## src/sv/fixed_point_alu_defines.svh

```systemverilog
// assertion macros for the fixed-point alu
`ifndef FIXED_POINT_ALU_DEFINES_SVH
`define FIXED_POINT_ALU_DEFINES_SVH
// implication checked on every rising clock edge outside reset
`define FPA_ASSERT_IMP(label, lhs, rhs) \
    label: assert property (@(posedge i_clk) disable iff (!i_rst_n) (lhs) |-> (rhs)) \
        else $error("assertion failed");
// next-cycle implication checked outside reset
`define FPA_ASSERT_NEXT(label, lhs, rhs) \
    label: assert property (@(posedge i_clk) disable iff (!i_rst_n) (lhs) |=> (rhs)) \
        else $error("assertion failed");
`endif

```

## src/sv/fpa_pkg.sv

```systemverilog
// shared types and constants of the fixed-point alu
package fpa_pkg;
    localparam int FracBits = 8;
    // restoring divider: quotient bits of (2*num+den)/(2*den)
    localparam int NumW = 33 + FracBits;
    localparam int QW   = NumW;
    localparam int NStages = QW;

    typedef enum logic [3:0] {
        CMD_ADD = 4'd0, CMD_SUB = 4'd1, CMD_MUL = 4'd2, CMD_DIV = 4'd3,
        CMD_LT = 4'd4, CMD_GT = 4'd5, CMD_LE = 4'd6, CMD_GE = 4'd7,
        CMD_EQ = 4'd8, CMD_NE = 4'd9, CMD_MIN = 4'd10, CMD_MAX = 4'd11,
        CMD_INC = 4'd12, CMD_DEC = 4'd13, CMD_FROM_INT = 4'd14, CMD_TO_INT = 4'd15
    } t_cmd;

    // one item travelling down the cell row
    typedef struct packed {
        logic              valid;
        t_cmd              cmd;
        logic              neg;
        logic              dz;
        logic              fast_cmp;
        logic              fast_ovf;
        logic [31:0]       fast_word;
        logic [64:0]       mag;     // mul magnitude or divider numerator
        logic [NumW:0]     den2;    // 2*den
        logic [NumW:0]     rem;
        logic [QW-1:0]     quo;
    } t_item;

    // saturated word from sign and magnitude
    function automatic logic [32:0] sat_mag(input logic neg, input logic [64:0] mag);
        logic [32:0] r;
        begin
            if (neg) begin
                if (mag > 65'h080000000) r = {1'b1, 32'h80000000};
                else r = {1'b0, 32'(~mag[31:0] + 32'd1)};
            end else begin
                if (mag > 65'h07fffffff) r = {1'b1, 32'h7fffffff};
                else r = {1'b0, mag[31:0]};
            end
            return r;
        end
    endfunction
endpackage

```

## src/sv/fpa_cell.sv

```systemverilog
// one divider cell: a restoring step yielding one quotient bit; mul rounding in cell zero
module fpa_cell
    import fpa_pkg::*;
(
    input  logic        i_clk,
    input  logic        i_rst_n,
    input  logic        i_en,
    input  logic [$clog2(NStages+1)-1:0] i_idx,
    input  t_item       i_item,
    output t_item       o_item
);
    t_item r_item, n_item;
    logic [NumW:0] trial;
    logic [65:0] half;

    // shift in the next numerator bit and try a subtract
    always_comb begin
        n_item = i_item;
        trial = {i_item.rem[NumW-1:0], i_item.mag[NumW-1 - 32'(i_idx)]};
        if (i_item.cmd == CMD_DIV) begin
            if (trial >= i_item.den2) begin
                n_item.rem = trial - i_item.den2;
                n_item.quo = {i_item.quo[QW-2:0], 1'b1};
            end else begin
                n_item.rem = trial;
                n_item.quo = {i_item.quo[QW-2:0], 1'b0};
            end
        end
        // mul rounding is handled in cell zero
        half = '0;
        if (i_item.cmd == CMD_MUL && i_idx == '0) begin
            if (FracBits > 0) half = 66'(1) << (FracBits - 1);
            n_item.mag = 65'((66'(i_item.mag) + half) >> FracBits);
        end
    end

    always_ff @(posedge i_clk) begin
        if (!i_rst_n) begin
            r_item.valid <= 1'b0;
        end else if (i_en) begin
            r_item <= n_item;
        end
    end

    assign o_item = r_item;
endmodule

```

## config.mk

```make
export PLATFORM = sky130hd
export DESIGN_NAME = fpa_cell
export DESIGN_NICKNAME = d
export VERILOG_FILES = /design/src/sv/fixed_point_alu_defines.svh /design/src/sv/fpa_pkg.sv /design/src/sv/fpa_cell.sv
export SDC_FILE = /design/constraint.sdc
export NUM_CORES = 1
export LEC_CHECK = 0
export BUFFER_PORTS_ARGS = -buffer_cell sky130_fd_sc_hd__buf_2
export CORE_ASPECT_RATIO = 1.2
export CORE_UTILIZATION = 35
export DETAILED_ROUTE_END_ITERATION = 10
export PLACE_DENSITY = 0.7
export SLEW_MARGIN = 20
export SYNTH_ARGS = -nofsm -noshare
export SYNTH_HDL_FRONTEND = slang
export SYNTH_SLANG_ARGS = --single-unit
```

## constraint.sdc

```tcl
create_clock -name i_clk -period 19.5 [get_ports i_clk]
set_input_delay 2.925 -clock i_clk [delete_from_list [all_inputs] [get_ports i_clk]]
set_output_delay 2.925 -clock i_clk [all_outputs]
set_load 0.03 [all_outputs]
```

[Word level (Yosys, flattened, before mapping)]
Index checks and enable logic that the tools add are counted.
Operators by class
  add/sub/neg operators: 3
  magnitude comparators: 2
  eq/ne operators: 2
  multiplexer cells: 6
  reductions and logical operators: 3
Operators with widths (count)
  $mux 83: 2
  $add 65x66->66: 1
  $mux 66: 1
  $mux 58: 1
  $ge 42x42->1: 1
  $sub 42x42->42: 1
  $lt 32x8->1 const B: 1
  $eq 4x2->1 const B: 2
  $bmux 1 s7: 1
  $sub 6x6->7 const A: 1
  $logic_not 6->1: 1
  $reduce_and 2->1: 1
  $logic_and 1x1->1: 1
  $mux 1: 1
Word-level totals
  register bits after elaboration: 231
  input bits: 240
  output and inout bits: 231
  logic and storage cells: 28

[Depth between registers and ports, before layout]
  word-level depth: 6
  depth in mapped cells: 26
  mapped depth without buffers: 21

[Least setup slack after synthesis]
OpenSTA, ideal clock, no wires.
  path type: input to register
  start: in i_en
  end: reg r_item, in the netlist o_item[0] (enable)
  setup time: 0.618 ns
  arrival: 8.131 ns
  required time: 18.882 ns
  slack: 10.750 ns
  stages on the path: 1
  buffers on the path: 0
  path through: and2_1
Between the ends
  longest elaborated chain between the ends: 1
Ends and longest elaborated chain
  from (decl): RTL line fpa_cell.sv:7  | input logic i_en,
  $reduce_and 2->1 (no source line)
  to (signal assigned): RTL line fpa_cell.sv:41  | r_item <= n_item;
  to (decl): RTL line fpa_cell.sv:12  | t_item r_item, n_item;
Every way passes these cells.
A chain may end at the register's enable or synchronous reset.

==> metrics.yaml <==
status: "finished, final reports clean"
first_iter_violations: 531
worst_slew_pin_slew_ns: 1.00
cpMaxStageDelayCell: "ha_1"
layout_common_cells: "470 x buf_2, 275 x nand2_1, 230 x edfxtp_1"
slew_headroom_pct: 33.1
setup_tns_ns: 0
end_kind: "register"
timing.fmax_mhz: 122
largest_register_ffs: 231
placementRows: 78
p_sw_share_pct: 31.1
rsz0062_at_grt: "no"
wl_microns: 46800
hold_class: "register to register"
seqPwrFrac_pct: 43.9
crit_type: "input port to register"
grt_max_degree: 117
drive_gt1_share_pct: 32.5
crit_cells: 22
vdd_drop_max_mv: 0.0613
die_w_microns: 180
crit_path_end: "o_item[80]$_DFFE_PP_"
syn_to_final_growth_pct: 26.8
syn_avg_cell_area_sq_um: 10.5
drc_errors: 0
power_switching_w: 0.000422
fin_area_sq_um: 17000
worst_path_largest_cell_delay_ns: 0.68
internal_power_w: 0.000933
final_common_cell: "buf_2"
timing_hold_violations_final: 0
cts_tree: "yes"
comb_power_share_pct: 23.5
yosys_warnings: 0
dp_slack_ns: 10.78
postCtsSetupBuffers: 0
fp.coreArea_sq_um: 37800
path_cells: "buf_2, inv_1, ha_1, mux4_2, mux2i_1, mux2i_1, mux2i_1, nor3_1, a21oi_1, nor2_1, nor2_1, ha_1, fa_1, and2b_1, o2111ai_2, a2111oi_4, nor3_4, o211ai_4, nand2_1, nor4_1, mux2i_1, nand2_1"
synth_edf_count: 230
cp.required_ns: 19.90
crit_start: "i_idx[0]"
crit_family: "simple AND/OR/NAND/NOR gates"
cp_max_fo: 19
netlist_area_sq_um: 13400
finalMaxSlewViolations: 0
dieArea_sq_um: 39000
clk_pin_slew_ns: 0.07
skew_ns: 0
leakagePower_nw: 7.32
place_congestion: 0.951
drt_pass1_iterations: 6
cp-start-kind: "input port"
synth_flop_cell: "edfxtp_1"
cap_violations: 0
port_buffers: 470
hpwl_microns: 36900
pwr-share-clk_pct: 32.6
cts_num_sinks: 231
r2r_cells: 2
ioPinCount: 471
vias: 11600
r2r-start: "o_item[230]$_SDFFE_PN0P_"
htree_levels: 1
die_y_microns: 216
placed_cell_area_sq_um: 16200
min_period_ns: 8.22
cts_buffers: 26
cts-root-buf: "clkbuf_16"
cts_buffer_depth: 3
nets: 2013
setup_violations: 0
grt_pass1_vias: 11600
antenna_found_initial: 6
grt_use_total_pct: 23.3
timing.rr.end: "o_item[230]$_SDFFE_PN0P_"
finalCritPeriodShare_pct: 42.1
final_antenna_net_count: 0
insertion_delay_ns: 0.54
overflow: 0
critical_path_buf_inv_count: 2
synthDistinctLibCells: 79
vias_per_cell: 5.22
worstPathArrival_ns: 8.62
seq_area_frac_synth_pct: 51.8
holdWs_ns: 0.533
power.density_nw_per_um2: 79.9
rrSetupSlack_ns: 18.91
ys_ff_latch: 231
ctsResizeCount: 0
initial_core_util_pct: 35.4
crit_top_cell: "mux2i_1"
syn-num-nets: 1564
grt_pass1_wl_microns: 68600
synthArstFlopShare_pct: 0
final.setup.worst_slack_ns: 11.28
synth_cells: 1279
avgRoutedWirePerCell_microns: 21.0
holdBufCountCts: 0
## worst min-delay path, cell delays in order, from the launching register on
cell	delay (ns)
dfxtp_1	0.34
mux2i_1	0.07
nor2b_1	0.09
## cells in the mapped netlist, types with 11 or more instances
master      n  area share (%)
nand2_1   276             7.7
edfxtp_1  230              52
o21ai_0   102             3.8
inv_1      59             1.7
nor2_1     57             1.6
a21oi_1    52             1.9
xnor2_1    47             3.1
ha_1       44             4.1
mux2i_1    41             3.1
xor2_1     38             2.5
clkbuf_1   36             1.0
nand3_1    34             1.3
nand4_1    20            0.94
and3_1     18            0.84
mux4_2     15             2.5
nor3_1     15            0.56
a21o_1     14            0.79
o21ai_1    14            0.52
buf_2      13            0.49
and2_1     11            0.51
## how the worst min path moves through the flow
| stage | from | end | slack, ns | cells after the start |
|---|---|---|---|---|
| CTS | o_item[230]$_SDFFE_PN0P_ | o_item[230]$_SDFFE_PN0P_ | 0.53 | 2 |
| floorplan | o_item[230]$_SDFFE_PN0P_ | o_item[230]$_SDFFE_PN0P_ | 0.64 | 2 |
| finish | o_item[230]$_SDFFE_PN0P_ | o_item[230]$_SDFFE_PN0P_ | 0.53 | 2 |
| global route | o_item[230]$_SDFFE_PN0P_ | o_item[230]$_SDFFE_PN0P_ | 0.56 | 2 |
| global placement | o_item[230]$_SDFFE_PN0P_ | o_item[230]$_SDFFE_PN0P_ | 0.49 | 2 |
| detailed placement | o_item[230]$_SDFFE_PN0P_ | o_item[230]$_SDFFE_PN0P_ | 0.51 | 2 |
## layout make-up
class	count	area, sq um
timing repair buffer	478	2430
fill	3658	20800
multi-input combinational	932	6020
sequential	231	6930
inverter	59	221
antenna	3	7.51
clock buffer	28	658
clock inverter	18	91.3
tap	480	601
## routing by layer
layer / routed length, microns / GRT usage, % / vias up
li1: - / - / 5523
met1: 16700 / 24.3 / 5462
met5: 13 / 0 / -
met2: 23700 / 42.6 / 551
met3: 4680 / 7.68 / 101
met4: 1770 / 9.46 / 2
## logic make-up after synthesis
| kind of cell | after synthesis | share of synthesized area, % |
|---|---|---|
| simple gates | 488 | 17.0 |
| compound gates | 254 | 11.8 |
| flops | 231 | 51.8 |
| buf+inv | 116 | 3.53 |
| xor+xnor | 86 | 5.68 |
| mux | 59 | 5.96 |
| fa+ha+maj | 45 | 4.26 |
## power groups by stage
stage / Clock [W] / Combinational (W) / Sequential [W]
floorplan: 0 / 0.000134 / 0.000679
global placement: 0 / 0.000313 / 0.000606
detailed placement: 0 / 0.000317 / 0.000606
CTS: 0.000454 / 0.000318 / 0.000596
global route: 0.000472 / 0.000342 / 0.000598
finish: 0.000442 / 0.000318 / 0.000596
## stage by stage
stage          cells  total power [W]  util (%)
6_report        2229          0.00136      44.9
5_1_grt         2229          0.00141      44.9
4_1_cts         2225          0.00137      44.8
2_1_floorplan   1279         0.000813         -
3_5_place_dp    2179         0.000923      42.8
3_3_place_gp    2179         0.000919      42.8
Power figures use the tool's default switching activity.
