===== src/sv/fixed_point_alu_defines.svh =====
// assertion macros for the fixed-point alu
`ifndef FIXED_POINT_ALU_DEFINES_SVH
`define FIXED_POINT_ALU_DEFINES_SVH
// implication checked on every rising clock edge outside reset
`define FPA_ASSERT_IMP(label, lhs, rhs) \
    label: assert property (@(posedge i_clk) disable iff (!i_rst_n) (lhs) |-> (rhs)) \
        else $error("assertion failed");
// next-cycle implication checked outside reset
`define FPA_ASSERT_NEXT(label, lhs, rhs) \
    label: assert property (@(posedge i_clk) disable iff (!i_rst_n) (lhs) |=> (rhs)) \
        else $error("assertion failed");
`endif


===== src/sv/fpa_pkg.sv =====
// shared types and constants of the fixed-point alu
package fpa_pkg;
    localparam int FracBits = 8;
    // restoring divider: quotient bits of (2*num+den)/(2*den)
    localparam int NumW = 33 + FracBits;
    localparam int QW   = NumW;
    localparam int NStages = QW;

    typedef enum logic [3:0] {
        CMD_ADD = 4'd0, CMD_SUB = 4'd1, CMD_MUL = 4'd2, CMD_DIV = 4'd3,
        CMD_LT = 4'd4, CMD_GT = 4'd5, CMD_LE = 4'd6, CMD_GE = 4'd7,
        CMD_EQ = 4'd8, CMD_NE = 4'd9, CMD_MIN = 4'd10, CMD_MAX = 4'd11,
        CMD_INC = 4'd12, CMD_DEC = 4'd13, CMD_FROM_INT = 4'd14, CMD_TO_INT = 4'd15
    } t_cmd;

    // one item travelling down the cell row
    typedef struct packed {
        logic              valid;
        t_cmd              cmd;
        logic              neg;
        logic              dz;
        logic              fast_cmp;
        logic              fast_ovf;
        logic [31:0]       fast_word;
        logic [64:0]       mag;     // mul magnitude or divider numerator
        logic [NumW:0]     den2;    // 2*den
        logic [NumW:0]     rem;
        logic [QW-1:0]     quo;
    } t_item;

    // saturated word from sign and magnitude
    function automatic logic [32:0] sat_mag(input logic neg, input logic [64:0] mag);
        logic [32:0] r;
        begin
            if (neg) begin
                if (mag > 65'h080000000) r = {1'b1, 32'h80000000};
                else r = {1'b0, 32'(~mag[31:0] + 32'd1)};
            end else begin
                if (mag > 65'h07fffffff) r = {1'b1, 32'h7fffffff};
                else r = {1'b0, mag[31:0]};
            end
            return r;
        end
    endfunction
endpackage


===== src/sv/fpa_front.sv =====
// entry cell: decode, simple operations, multiply and divider setup
module fpa_front
    import fpa_pkg::*;
(
    input  logic        i_clk,
    input  logic        i_rst_n,
    input  logic        i_en,
    input  logic        i_valid,
    input  logic [3:0]  i_cmd,
    input  logic [31:0] i_a,
    input  logic [31:0] i_b,
    output t_item       o_item
);
    t_item r_item, n_item;
    logic signed [33:0] sum, dif, incv, decv;
    logic signed [32:0] sa, sb;
    logic [31:0] ma, mb;
    logic [63:0] prod;
    logic [63:0] tmp;
    logic signed [32+FracBits:0] fi;

    // combinational work of the first cell
    always_comb begin
        sa = $signed({i_a[31], i_a});
        sb = $signed({i_b[31], i_b});
        ma = i_a[31] ? 32'(-i_a) : i_a;
        mb = i_b[31] ? 32'(-i_b) : i_b;
        sum  = 34'(sa) + 34'(sb);
        dif  = 34'(sa) - 34'(sb);
        incv = 34'(sa) + 34'sd1;
        decv = 34'(sa) - 34'sd1;
        fi   = $signed({i_a[31], i_a, {FracBits{1'b0}}});
        prod = 64'(ma) * 64'(mb);
        tmp = '0;
        n_item = '0;
        n_item.valid = i_valid;
        n_item.cmd = t_cmd'(i_cmd);
        n_item.neg = i_a[31] ^ i_b[31];
        unique case (t_cmd'(i_cmd))
            CMD_ADD: begin
                n_item.fast_ovf = sum > 34'sh7fffffff || sum < -34'sh80000000;
                n_item.fast_word = n_item.fast_ovf ? (sum[33] ? 32'h80000000 : 32'h7fffffff)
                                                   : sum[31:0];
            end
            CMD_SUB: begin
                n_item.fast_ovf = dif > 34'sh7fffffff || dif < -34'sh80000000;
                n_item.fast_word = n_item.fast_ovf ? (dif[33] ? 32'h80000000 : 32'h7fffffff)
                                                   : dif[31:0];
            end
            CMD_INC: begin
                n_item.fast_ovf = incv > 34'sh7fffffff;
                n_item.fast_word = n_item.fast_ovf ? 32'h7fffffff : incv[31:0];
            end
            CMD_DEC: begin
                n_item.fast_ovf = decv < -34'sh80000000;
                n_item.fast_word = n_item.fast_ovf ? 32'h80000000 : decv[31:0];
            end
            CMD_FROM_INT: begin
                n_item.fast_ovf = fi > $signed((33+FracBits)'(34'sh7fffffff))
                               || fi < $signed((33+FracBits)'(-34'sh80000000));
                n_item.fast_word = n_item.fast_ovf ? (i_a[31] ? 32'h80000000 : 32'h7fffffff)
                                                   : fi[31:0];
            end
            CMD_TO_INT: n_item.fast_word = 32'($signed(i_a) >>> FracBits);
            CMD_LT: n_item.fast_cmp = sa < sb;
            CMD_GT: n_item.fast_cmp = sa > sb;
            CMD_LE: n_item.fast_cmp = sa <= sb;
            CMD_GE: n_item.fast_cmp = sa >= sb;
            CMD_EQ: n_item.fast_cmp = i_a == i_b;
            CMD_NE: n_item.fast_cmp = i_a != i_b;
            CMD_MIN: n_item.fast_word = (sa < sb) ? i_a : i_b;
            CMD_MAX: n_item.fast_word = (sa > sb) ? i_a : i_b;
            CMD_MUL: n_item.mag = 65'(prod);
            CMD_DIV: begin
                n_item.dz = (i_b == 32'd0);
                tmp = 64'({ma, {FracBits{1'b0}}});
                n_item.mag = 65'({tmp, 1'b0}) + 65'(mb);
                n_item.den2 = (NumW+1)'({mb, 1'b0});
            end
            default: ;
        endcase
    end

    // cell register
    always_ff @(posedge i_clk) begin
        if (!i_rst_n) begin
            r_item.valid <= 1'b0;
        end else if (i_en) begin
            r_item <= n_item;
        end
    end

    assign o_item = r_item;
endmodule


===== config.mk =====
export PLATFORM = sky130hd
export DESIGN_NAME = fpa_front
export DESIGN_NICKNAME = d
export VERILOG_FILES = /design/src/sv/fixed_point_alu_defines.svh /design/src/sv/fpa_pkg.sv /design/src/sv/fpa_front.sv
export SDC_FILE = /design/constraint.sdc
export NUM_CORES = 2
export LEC_CHECK = 0
export BUFFER_PORTS_ARGS = -buffer_cell sky130_fd_sc_hd__buf_4
export CAP_MARGIN = 25
export CORE_MARGIN = 5
export CORE_UTILIZATION = 30
export CTS_BUF_LIST = sky130_fd_sc_hd__clkbuf_4 sky130_fd_sc_hd__clkbuf_8 sky130_fd_sc_hd__clkbuf_16
export DETAILED_ROUTE_END_ITERATION = 8
export PLACE_DENSITY = 0.45
export SLEW_MARGIN = 10
export SYNTH_ARGS = -nofsm -noshare
export SYNTH_HDL_FRONTEND = slang
export SYNTH_SLANG_ARGS = --single-unit

===== constraint.sdc =====
create_clock -name i_clk -period 11.35 [get_ports i_clk]
set_input_delay 0.5675 -clock i_clk [delete_from_list [all_inputs] [get_ports i_clk]]
set_output_delay 0.5675 -clock i_clk [all_outputs]
set_load 0.01 [all_outputs]

Yosys cells after proc, flatten, opt, wreduce, memory -nomap -nowiden
Cells that the tools add are included.

word-level totals
  bits in registers = 148
  logic and storage cells = 70

operators by class
  multipliers = 1
  add/sub/neg operators = 7
  muxes and demuxes = 16
  $lt $le $gt $ge = 12
  eq/ne operators = 17
  bitwise gates (word level) = 1
  reductions and logical operators = 6

operators with widths
  operator                                                                        count
  32-bit two-way mux                                                              12
  32-bit case mux with 8 select lines                                             1
  64-bit case mux with 2 select lines                                             1
  33-bit by 32-bit > comparator with 1-bit output, second input constant          3
  33-bit by 32-bit less-than comparator with 1-bit output, second input constant  3
  32-bit by 32-bit multiplier with 64-bit output                                  1
  32-bit negation                                                                 2
  41-bit by 32-bit adder with 42-bit output                                       1
  40-bit by 32-bit > comparator with 1-bit output, second input constant          1
  40-bit by 32-bit less-than comparator with 1-bit output, second input constant  1
  32-bit by 2-bit adder with 33-bit output, second input constant                 1
  32-bit by 32-bit adder with 33-bit output                                       1
  32-bit by 2-bit subtractor with 33-bit output, second input constant            1
  32-bit by 32-bit subtractor with 33-bit output                                  1
  32-bit == test                                                                  1
  4-bit == test, second input constant                                            8
  32-bit >= comparator                                                            1
  32-bit > comparator                                                             1
  32-bit less-or-equal comparator                                                 1
  32-bit zero test                                                                1
  32-bit less-than comparator                                                     1
  32-bit inequality test                                                          1
  4-bit by 3-bit == test with 1-bit output, second input constant                 4
  4-bit by 2-bit == test with 1-bit output, second input constant                 2
  other kinds (7)                                                                 9

Depth between registers and ports, before layout
  depth in word-level cells = 5
  depth in mapped cells = 38

Worst setup path after synthesis
OpenSTA, ideal clock, no wires.

  path kind = input -> register
  from = input i_a[0]
  to = register r_item (netlist bit o_item[184]), data pin
  stages = 32
  buffers on the path = 4
  data arrival time = 9.091 ns
  setup slack = 1.997 ns
  cell sequence = buf_4 inv_1 clkbuf_1 ha_1 nand3_1 or3_1 o31ai_1 xor2_1 clkbuf_1 nor2_1 fa_1 fa_1 fa_1 inv_1 fa_1 inv_1 fa_1 fa_1 fa_1 fa_1 ha_1 clkbuf_1 nand2_1 nor2_1 and3_1 nand4_1 a211oi_1 o21bai_1 a2bb2oi_1 a21oi_1 o21ai_0 mux2i_1

RTL lines
  item                  RTL line         RTL
  start, declared       fpa_front.sv:10  input logic [31:0] i_a,
  end signal, assigned  fpa_front.sv:89  r_item <= n_item;
  end, declared         fpa_front.sv:14  t_item r_item, n_item;

==> flow_summary.yaml <==
status:
  status: "complete, no violations"
logic_synthesis:
  yosysSeqAreaShare_pct: 8.59
  yosys.area.top_type: "fa_1"
  synth_edf_count: 136
  synth-xor-area-share_pct: 4.38
  synthesis.area_um2: 47800
  yosysUniqueCellTypes: 96
  netlist.area_leader.share_pct: 37.7
  async_flop_share_pct: 0
  ys_warn_count: 0
  synth_compound_gate_area_share_pct: 10.5
  ys_ff_latch: 137
  syn_area_per_cell_um2: 8.40
  synthTopCellsByArea: "fa_1 (38%), ha_1 (9.3%), edfxtp_1 (8.6%), inv_1 (8.0%), nor2_1 (5.7%)"
  muxShareOfSynthArea_pct: 1.40
  synth_top_family_by_area: "adder cells"
  netlist_instances: 5685
  synth_fa_ha_area_share_pct: 47.0
  ys.flop_type: "edfxtp_1"
  synthSimpleGateAreaFrac_pct: 15.8
grt:
  grt_max_degree: 59
  antenna_found_initial: 8
  grt_pass1_vias: 42700
  grt_use_total_pct: 24.8
  gr-total-overflow: 0
  grt_pass1_wl_um: 304000
worst_setup_path:
  worst_setup_path_start_kind: "input pin"
  cp.arrival_ps: 11050
  criticalPathCategory: "input pin to flop"
  slowest_stage: "fa_1"
  required_ps: 11580
  worst_setup_path_end_kind: "flop"
  cp_max_fo: 10
  cpMostUsedCell: "fa_1"
  max_stage_delay_ps: 580
drt:
  route.detailed.drc: 0
  wl_per_cell_um: 26.4
  drt-total-wl_um: 209000
  postRouteAntennaNets: 0
  dr.first_iter.drc_count: 4016
  vias_per_cell: 5.25
  firstDrtPassIters: 7
  vias: 41400
cts:
  cts.sink_count: 137
  postCtsSetupRepairBufs: 0
  clkTransAtPathRegs_ps: 70
  cts_max_path_buffers: 2
  numCtsBuffers: 17
  cts_tree: "built"
  clock_latency_ps: 510
  root_buffer: "clkbuf_16"
  ctsHoldBuffers: 0
  htree_levels: 4
  cts_resized: 0
layout:
  seqCellArea_um2: 4100
  fill_cells: 16700
  mostFrequentLayoutCell: "inv_1"
  largest_reg_flops: 137
  nNetsFinal: 7127
  areaGrowthSynthToFinish_pct: 11.2
  multiInputGateArea_um2: 38700
  mostFrequentLayoutCells: "inv_1 (1019), fa_1 (899), nor2_1 (723)"
  drive_gt1_share_pct: 9.98
sta:
  finalCritPeriodShare_pct: 95.4
  fin_skew_ps: 0
  hold_viol_final: 0
  finalMaxSlewViolations: 0
  relSlewSlack_pct: 24.1
  min_period_ps: 10820
  max_freq_mhz: 92.4
  fin_tns_setup_ps: 0
  rsz0062_at_grt: "no"
  finalSetupViolCount: 0
  worst_pin_slew_ps: 1130
floorplanning:
  rows: 146
  ioPinCount: 303
  die-area_um2: 167000
  start_util_pct: 30.2
  dieWidth_um: 409
  die_h_um: 409
  core-area_um2: 158000
placed_design:
  dpl.hpwl_um: 172000
  io_buffers: 208
  place_congestion: 1.01
run:
  maxCapViolCount: 0
hold_path:
  hold_class: "input pin to flop"
worst paths after layout:
check | slack (ps) | cells after the start | startpoint | endpoint
worst max-delay path | 530 | 35 | i_b[1] | o_item[182]
worst min-delay path | 280 | 2 | i_rst_n | o_item[230]
worst max register to register | 10760 | 2 | o_item[230] | o_item[230]
worst min register to register | 530 | 2 | o_item[230] | o_item[230]
cells by family (layout without fill, tap and decap cells):
logic type	after synthesis	after routing
other	1	98
adder cells (fa/ha/maj)	1254	1254
multiplexers	64	64
XOR/XNOR	238	238
AO/OA/AOI/OAI	775	775
buffers and inverters	1455	1491
AND/OR/NAND/NOR	1761	1761
flip-flops	137	137
area by class of cell:
class / instances / area share [%]
multi-input combinational: 4186 / 72.9
antenna: 4 / 0.0189
inverter: 1040 / 7.35
tap: 2072 / 4.88
sequential: 137 / 7.73
clock inverter: 15 / 0.252
clock buffer: 17 / 0.801
timing repair buffer: 419 / 6.02
per-layer routing:
| metal | vias up | part of all wire [%] | GRT usage (%) |
|---|---|---|---|
| li1 | 17900 | - | - |
| met1 | 21300 | 44 | 34.5 |
| met2 | 1858 | 44 | 38.0 |
| met3 | 315 | 9.3 | 6.21 |
| met4 | 2 | 3.6 | 7.36 |
| met5 | - | 0.0062 | 0 |
worst max-delay path, delay by kind of cell:
family | cells | cell delay [ps]
adders and majority gates | 10 | 4560
and+or+nand+nor | 11 | 2280
xor gates and xnor gates | 2 | 360
buffers and inverters | 8 | 1620
AOI/OAI and AO/OA | 4 | 1630
per-stage QoR:
stage | std cells | instance area, µm² | hold slack [ps] | setup WS (ps) | util (%)
after floorplan | 5778 | 48100 | 538 | 2000 | -
after global placement | 7846 | 52400 | 506 | 166 | 33.1
after detailed placement | 7852 | 52500 | 529 | 208 | 33.1
after CTS | 7884 | 53100 | 247 | 694 | 33.5
after global routing | 7887 | 53100 | 268 | 363 | 33.5
final | 7890 | 53100 | 277 | 527 | 33.5
cell usage after synthesis, types with 7 or more instances:
| cell type | count |
|---|---|
| nor3_1 | 61 |
| a221oi_1 | 9 |
| a211o_1 | 7 |
| and3_1 | 24 |
| buf_4 | 98 |
| nand2_1 | 637 |
| fa_1 | 899 |
| and2_1 | 32 |
| ha_1 | 355 |
| or4_1 | 7 |
| nor2b_1 | 21 |
| buf_1 | 12 |
| o31ai_1 | 30 |
| mux2i_1 | 42 |
| xor2_1 | 90 |
| a21o_1 | 63 |
| o31a_1 | 7 |
| inv_1 | 1019 |
| nand4_1 | 45 |
| edfxtp_1 | 136 |
| or2_2 | 7 |
| buf_2 | 25 |
| a41oi_1 | 7 |
| o2111ai_1 | 10 |
| o21bai_1 | 28 |
| xnor2_1 | 147 |
| a211oi_1 | 25 |
| o21a_1 | 21 |
| or3_1 | 21 |
| o211ai_1 | 36 |
| and4_1 | 10 |
| nand3_1 | 96 |
| a21boi_0 | 7 |
| a21oi_1 | 191 |
| nand2b_1 | 25 |
| clkinv_1 | 17 |
| nor4_1 | 16 |
| o22ai_1 | 39 |
| nor2_1 | 724 |
| mux2_2 | 20 |
| clkbuf_1 | 277 |
| a221o_1 | 8 |
| o21ai_0 | 186 |
| a31oi_1 | 22 |
Power is left out: the tool's default activity adds up to more than one toggle a clock period on the data nets, which glitch-free logic cannot reach.
